<file path="config.mk">
export PLATFORM = sky130hd
export DESIGN_NAME = wnps_dist
export DESIGN_NICKNAME = d
export VERILOG_FILES = /design/src/hdl/weighted_nearest_point_search_macros.svh /design/src/hdl/wnps_pkg.sv /design/src/hdl/wnps_dist.sv
export SDC_FILE = /design/constraint.sdc
export NUM_CORES = 2
export LEC_CHECK = 0
export ABC_AREA = 0
export BUFFER_PORTS_ARGS = -buffer_cell sky130_fd_sc_hd__buf_4
export CORE_ASPECT_RATIO = 1.1
export CORE_UTILIZATION = 59
export CTS_CLUSTER_DIAMETER = 80
export DETAILED_ROUTE_END_ITERATION = 8
export GPL_TIMING_DRIVEN = 0
export PLACE_DENSITY_LB_ADDON = 0.25
export SETUP_SLACK_MARGIN = 0.2
export SYNTH_ARGS = -nofsm -noshare
export SYNTH_HDL_FRONTEND = slang
export SYNTH_SLANG_ARGS = --single-unit
</file>
<file path="constraint.sdc">
create_clock -name clk -period 6.6 [get_ports clk]
set_input_delay 0.33 -clock clk [delete_from_list [all_inputs] [get_ports clk]]
set_output_delay 0.33 -clock clk [all_outputs]
set_load 0.005 [all_outputs]
</file>
<file path="src/hdl/weighted_nearest_point_search_macros.svh">
// assertion macros shared by the search block
`ifndef WEIGHTED_NEAREST_POINT_SEARCH_MACROS_SVH
`define WEIGHTED_NEAREST_POINT_SEARCH_MACROS_SVH

// condition implies consequence in the same cycle
`define WNPS_ASSERT_NOW(label, clock, resetn, ante, cons, msg) \
    label: assert property (@(posedge clock) disable iff (!resetn) (ante) |-> (cons)) \
        else $error(msg);

// condition implies consequence in the next cycle
`define WNPS_ASSERT_NEXT(label, clock, resetn, ante, cons, msg) \
    label: assert property (@(posedge clock) disable iff (!resetn) (ante) |=> (cons)) \
        else $error(msg);

`endif

</file>
<file path="src/hdl/wnps_pkg.sv">
// types, constants and codes of the weighted nearest point search
`timescale 1ns / 1ps

package wnps_pkg;

    localparam int IDX_W               = 6;
    localparam int COORD_W             = 16;
    localparam int ELEV_W              = 10;
    localparam int WEIGHT_W            = 10;
    localparam int SUM_W               = 47;
    localparam int DIST_W              = 38;
    localparam int CFG_INDEX_W         = 2;
    localparam int CFG_DATA_W          = 10;
    localparam int DEFAULT_TABLE_DEPTH = 64;

    localparam logic [IDX_W-1:0]    RESET_ENTRY_COUNT = 6'd35;
    localparam logic [WEIGHT_W-1:0] RESET_WEIGHT_TEMP = 10'd384;
    localparam logic [WEIGHT_W-1:0] RESET_WEIGHT_MOIST = 10'd384;
    localparam logic [WEIGHT_W-1:0] RESET_WEIGHT_ELEV = 10'd205;
    localparam logic [DIST_W-1:0]   DIST_MAX = {DIST_W{1'b1}};

    typedef enum logic
    {
        CMD_WRITE    = 1'b0,
        CMD_CLASSIFY = 1'b1
    } wnps_cmd_t;

    typedef enum logic [CFG_INDEX_W-1:0]
    {
        CFG_ENTRY_COUNT = 2'd0,
        CFG_WEIGHT_TEMP = 2'd1,
        CFG_WEIGHT_MOIST = 2'd2,
        CFG_WEIGHT_ELEV = 2'd3
    } wnps_cfg_t;

    typedef enum logic [1:0]
    {
        ST_IDLE,
        ST_WALK,
        ST_DRAIN
    } wnps_state_t;

    typedef struct packed
    {
        logic signed [COORD_W-1:0] temperature;
        logic signed [COORD_W-1:0] moisture;
        logic signed [ELEV_W-1:0]  elevation;
    } wnps_point_t;

    typedef struct packed
    {
        logic              valid;
        logic              last;
        logic [IDX_W-1:0]  idx;
    } wnps_tag_t;

    typedef struct packed
    {
        logic [WEIGHT_W-1:0] temperature;
        logic [WEIGHT_W-1:0] moisture;
        logic [WEIGHT_W-1:0] elevation;
    } wnps_weights_t;

endpackage

</file>
<file path="src/hdl/wnps_dist.sv">
// pipelined weighted squared distance between a sample and one table entry
`timescale 1ns / 1ps

module wnps_dist
    import wnps_pkg::*;
(
    input  logic                      clk,
    input  logic                      rst_n,
    input  wnps_tag_t                 tag_in,
    input  wnps_point_t               entry,
    input  wnps_point_t               sample,
    input  wnps_weights_t             weights,
    output wnps_tag_t                 tag_out,
    output logic [SUM_W-1:0]          sum_out
);

    wnps_tag_t tag1_reg, tag2_reg, tag3_reg, tag4_reg;

    logic signed [COORD_W:0] diff_t, diff_m;
    logic signed [ELEV_W:0]  diff_e;
    logic [COORD_W-1:0]      abs_t_next, abs_m_next;
    logic [ELEV_W-1:0]       abs_e_next;

    logic [COORD_W-1:0]      abs_t_reg, abs_m_reg;
    logic [ELEV_W-1:0]       abs_e_reg;
    logic [2*COORD_W-1:0]    sq_t_reg, sq_m_reg;
    logic [2*ELEV_W-1:0]     sq_e_reg;
    logic [2*COORD_W+WEIGHT_W-1:0] prod_t_reg, prod_m_reg;
    logic [2*ELEV_W+WEIGHT_W-1:0]  prod_e_reg;
    logic [SUM_W-1:0]        sum_reg;

    always_comb
    begin
        logic signed [COORD_W:0] neg_t, neg_m;
        logic signed [ELEV_W:0]  neg_e;
        diff_t = {sample.temperature[COORD_W-1], sample.temperature}
               - {entry.temperature[COORD_W-1], entry.temperature};
        diff_m = {sample.moisture[COORD_W-1], sample.moisture}
               - {entry.moisture[COORD_W-1], entry.moisture};
        diff_e = {sample.elevation[ELEV_W-1], sample.elevation}
               - {entry.elevation[ELEV_W-1], entry.elevation};
        neg_t = -diff_t;
        neg_m = -diff_m;
        neg_e = -diff_e;
        abs_t_next = diff_t[COORD_W] ? neg_t[COORD_W-1:0] : diff_t[COORD_W-1:0];
        abs_m_next = diff_m[COORD_W] ? neg_m[COORD_W-1:0] : diff_m[COORD_W-1:0];
        abs_e_next = diff_e[ELEV_W] ? neg_e[ELEV_W-1:0] : diff_e[ELEV_W-1:0];
    end

    always_ff @(posedge clk or negedge rst_n)
    begin
        if (!rst_n)
        begin
            tag1_reg <= '0;
            tag2_reg <= '0;
            tag3_reg <= '0;
            tag4_reg <= '0;
        end
        else
        begin
            tag1_reg <= tag_in;
            tag2_reg <= tag1_reg;
            tag3_reg <= tag2_reg;
            tag4_reg <= tag3_reg;
        end
    end

    always_ff @(posedge clk)
    begin
        abs_t_reg  <= abs_t_next;
        abs_m_reg  <= abs_m_next;
        abs_e_reg  <= abs_e_next;
        sq_t_reg   <= abs_t_reg * abs_t_reg;
        sq_m_reg   <= abs_m_reg * abs_m_reg;
        sq_e_reg   <= abs_e_reg * abs_e_reg;
        prod_t_reg <= sq_t_reg * weights.temperature;
        prod_m_reg <= sq_m_reg * weights.moisture;
        prod_e_reg <= sq_e_reg * weights.elevation;
        // elevation difference carries a factor of 256, squared gives 16 bits of shift
        sum_reg    <= SUM_W'(prod_t_reg) + SUM_W'(prod_m_reg)
                    + SUM_W'({prod_e_reg, 16'd0});
    end

    assign tag_out = tag4_reg;
    assign sum_out = sum_reg;

endmodule

</file>
Yosys cells after proc, flatten, opt, wreduce, memory -nomap -nowiden
Index checks and enable logic that the tools add are counted.
{ "word_totals": {"register_bits": 319, "input_bits": 124, "output_inout_bits": 55, "elab_cells": 39} }
{ "op_classes": {"n_addsub": 8, "n_mul": 6, "muxes": 3} }
{ "op_table": {"columns": ["operator", "n"], "rows": [
  ["32-bit by 10-bit multiplier with 42-bit output", 2],
  ["16-bit by 16-bit multiplier with 32-bit output", 2],
  ["43-bit by 46-bit adder with 47-bit output", 1],
  ["42-bit by 42-bit adder with 43-bit output", 1],
  ["16-bit by 16-bit subtractor with 17-bit output", 2],
  ["16-bit two-way mux", 2],
  ["16-bit negator", 2],
  ["20-bit by 10-bit multiplier with 30-bit output", 1],
  ["10-bit by 10-bit multiplier with 20-bit output", 1],
  ["10-bit by 10-bit subtractor with 11-bit output", 1],
  ["10-bit two-way mux", 1],
  ["10-bit negator", 1]
]} }

Longest topological paths before layout
{ "depth": {"word_depth": 3, "depth_mapped": 26, "depth_no_buf": 25} }

Least setup slack after synthesis
No wires, ideal clock.
{ "synth_path": {"path_kind": "reg2reg", "from": "reg abs_m_reg[8]", "to": "reg sq_m_reg[29]", "setup_time_ns": 0.072, "t_arrival_ns": 6.225, "t_required_ns": 6.528, "setup_slack_ns": 0.303, "stages_incl_launch_ff": 26, "n_path_buf": 1, "period_less_slack_ns": 6.297, "path_cell_list": "dfxtp_1 -> clkbuf_1 -> nand2_1 -> inv_1 -> fa_1 -> inv_1 -> fa_1 -> inv_1 -> fa_1 -> inv_1 -> fa_1 -> inv_1 -> fa_1 -> inv_1 -> fa_1 -> inv_1 -> ha_1 -> and3_1 -> and3_1 -> a221oi_1 -> a21oi_1 -> a41o_1 -> or4_1 -> a31o_2 -> a21oi_1 -> xnor2_1"} }
{ "synth_via": {"elab_chain_len": 1} }
{ "synth_rtl": {"columns": ["item", "line_no", "rtl"], "rows": [
  ["start: declaration", "wnps_dist.sv:24", "logic [COORD_W-1:0] abs_t_reg, abs_m_reg;"],
  ["start signal: assignment", "wnps_dist.sv:71", "abs_m_reg <= abs_m_next;"],
  ["16-bit by 16-bit multiplier with 32-bit output", "wnps_dist.sv:74", "sq_m_reg <= abs_m_reg * abs_m_reg;"],
  ["end signal: assignment", "wnps_dist.sv:74", null],
  ["end: declaration", "wnps_dist.sv:26", "logic [2*COORD_W-1:0] sq_t_reg, sq_m_reg;"]
]} }
No other way between the ends.

Worst setup path after layout
{ "layout_path": {"from": "reg abs_m_reg[1]", "to": "reg sq_m_reg[29]"} }
Same word-level chain as after synthesis.

==> metrics.md <==
| Metric | Value |
|---|---|
| Status | finished, final reports clean |
| Core ar. | 91100 um2 |
| Min Tclk post-route | 6.35 ns |
| Max reg flops | 47 |
| Min-Delay Path Class | in -> reg |
| DRC viols | 0 |
| Sequential cell area | 6560 um2 |
| # clock sinks | approximately 320 |
| Final #Nets | just under 8000 |
| CTS Buffer Depth | 3 |
| Max cap viols | 0 |
| Share of cells above drive strength 1 | 7.85% |
| Worst skew pair latency | 0.60 ns |
| Final global-route overflow total | 0 |
| RSZ-0062 raised after global routing | yes |
| Horiz. Die Dim | 292 um |
| Final worst path period share | 96.2% |
| Ys async rst share | 10.1% |
| CP Data Arrival Time | 6.87 ns |
| Synth area leaders | fa_1, ha_1, dfxtp_1, inv_1, and2_1 |
| Vias per Instance | 5.44 |
| Final Hold Fails | 0 |
| CP Capture Type | flip-flop |
| Largest net degree at the start of global routing | 33 |
| Fill count | 7376 |
| Post-Layout Cell Count | 7465 |
| Most common cell in the synthesized netlist | inv_1 |
| Vias | 40600 |
| Most area-hungry cell type in the Yosys netlist | fa_1 |
| Mapped Cells | 5965 |
| Final hold slack | 0.0665 ns |
| Mapped Area | about 54000 um2 |
| Measured slew at the worst slew-check pin | 0.785 ns |
| Post-synth EDFFs | 0 |
| Fmax | between 0.15 and 0.2 GHz |
| CTS root buffer | clkbuf_16 |
| Initial antenna violation count | 4 |
| DR pass1 iterations | 6 |
| Inserted Clock Buffers | 43 |
| Wire per inst | 17.2 um |
| Total routed wirelength | 129000 um |
| Finished Cell Area | ~60000 um2 |
| Vias in the first global route | 43500 |
| Yosys cell types | 80 |
| Post-route ant nets | 0 |
| GPL Wtd Cong | 0.907 |
| Area Overhead vs Synth | 10.1% |
| DIE AREA | 93500 um2 |
| Clock-pin slew on the worst setup and hold paths | 0.06 ns |
| Top cells by count, synth | inv_1, fa_1, nand2_1 |
| CTS tree | yes |
| Critical Path RT | between 7 and 8 ns |
| CP Launch Type | flip-flop |
| Cells after DPL | 7335 |
| Crit path kind | reg -> reg |
| Die H | 321 um |
| Std cell rows | 116 |
| First-pass GRT wire length | roughly 210000 um |
| IO Port Bufs | 175 |
| Num ports | 179 |
| #FFs+latches synth | 316 |
| Initial DRC count | 2463 |
| YS warnings | 0 |
| Multi-input logic area | 42900 um2 |
| Avg Cell Area, Syn | 9.13 um2 |
| Initial Utilization | roughly three fifths |
| Post-placement cell area | 57300 um2 |
| TNS Setup | 0 ns |
| Seq/Total Area, Yosys | 11.9% |
| Post-synth top flop | dfxtp_1 |
| Yosys top cell area share | 37.0% |
| Total GRT Usage | 28.4% |
| Critical path peak fanout | 5 |
| Clock Skews | 0.0299 ns |
| Setup Viol. Count Final | 0 |
| Max Slew Vio Count | 0 |
| H-tree Lvls | 2 |
| Slew margin rel. | 47.6% |
| Post-detail-place hpwl | 107000 um |
metal layers:
layer	GRT usage (%)	share of wire [%]	vias to the layer above
met1	37.1	41	20200
met2	48.8	49	1269
met5	0	0.020	-
met3	4.45	7.1	231
li1	-	-	18800
met4	8.19	2.8	4
placed cells by master, fill, tap and decap left out, drive strengths merged, types with 11 or more instances in the layout:
cell type / instances
or3: 12
a21oi: 198
a31oi: 27
clkbuf: 238
dfrtp: 32
o21bai: 34
and3: 41
nand2b: 25
nand2: 663
nand4: 19
a21o: 132
o21ai: 100
nand3: 53
o211ai: 11
a221oi: 11
ha: 568
a31o: 17
buf: 246
and2: 528
conb: 17
o21a: 37
dfxtp: 284
nor2: 167
xor2: 90
fa: 1005
nor3: 38
xnor2: 201
or2: 15
nor2b: 39
a211oi: 32
dlygate4sd3: 12
inv: 1250
metrics by stage:
stage | setup WS, ns | utilization, %
floorplan | 0.303 | -
global placement | -0.616 | 62.8
detailed placement | -0.716 | 62.8
CTS | 0.0194 | 65.0
global route | 0.107 | 65.8
finish | 0.248 | 65.8
timing repair:
action	in CTS	in global routing
pin swaps	5	43
hold buffers	12	0
endpoints found under the hold margin	43	0
resized for setup	112	189
endpoints found under the setup margin	34	38
buffers inserted	5	34
final timing paths:
kind	startpoint	end	slack, ns	cells after the start
worst min register to register	tag2_reg[3]	tag3_reg[3]	0.35	0
max in group asynchronous	rst_n	tag3_reg[6]	6.12	2
worst max register to register	abs_m_reg[1]	sq_m_reg[29]	0.25	24
worst min-delay path	entry[26]	abs_t_reg[0]	0.07	3
worst max-delay path	abs_m_reg[1]	sq_m_reg[29]	0.25	24
min in group asynchronous	rst_n	tag_out[4]	0.20	2
worst max-delay path: stages, from the launching register on:
cell      delay, ns
dfxtp_4        0.36
buf_8          0.12
and2_4         0.17
fa_1           0.55
inv_2          0.04
fa_1           0.51
inv_2          0.04
fa_1           0.49
inv_2          0.04
fa_1           0.47
inv_1          0.05
fa_1           0.52
inv_2          0.04
fa_1           0.53
inv_2          0.05
ha_4           0.26
and3_4         0.16
and3_4         0.18
a221oi_4       0.30
a21oi_2        0.14
a41o_1         0.24
or4_1          0.48
a31o_2         0.27
a21oi_2        0.13
xnor2_1        0.13
cell type report:
type,count,area share (%)
Timing Repair Buffer,226,2.90
Clock buffer,51,1.90
Sequential cell,316,10.9
Antenna cell,1,0.00417
Multi-Input combinational cell,4201,71.5
Buffer,219,1.87
Clock inverter,27,0.601
Inverter,1244,7.82
Tap cell,1180,2.46
kinds of logic (layout without fill, tap and decap cells):
logic type	after synthesis	in the layout	share of synthesized area (%)
buffers and inverters	1463	1767	10.1
XOR/XNOR	291	291	4.68
AO/OA/AOI/OAI	691	691	8.44
flip-flops	316	316	11.9
adder cells (fa/ha/maj)	1573	1573	50.0
multiplexers	6	6	0.122
AND/OR/NAND/NOR	1623	1623	14.7
other	2	18	0.0138
Power is left out: the tool's default activity adds up to more than one toggle a clock period on the data nets, which glitch-free logic cannot reach.
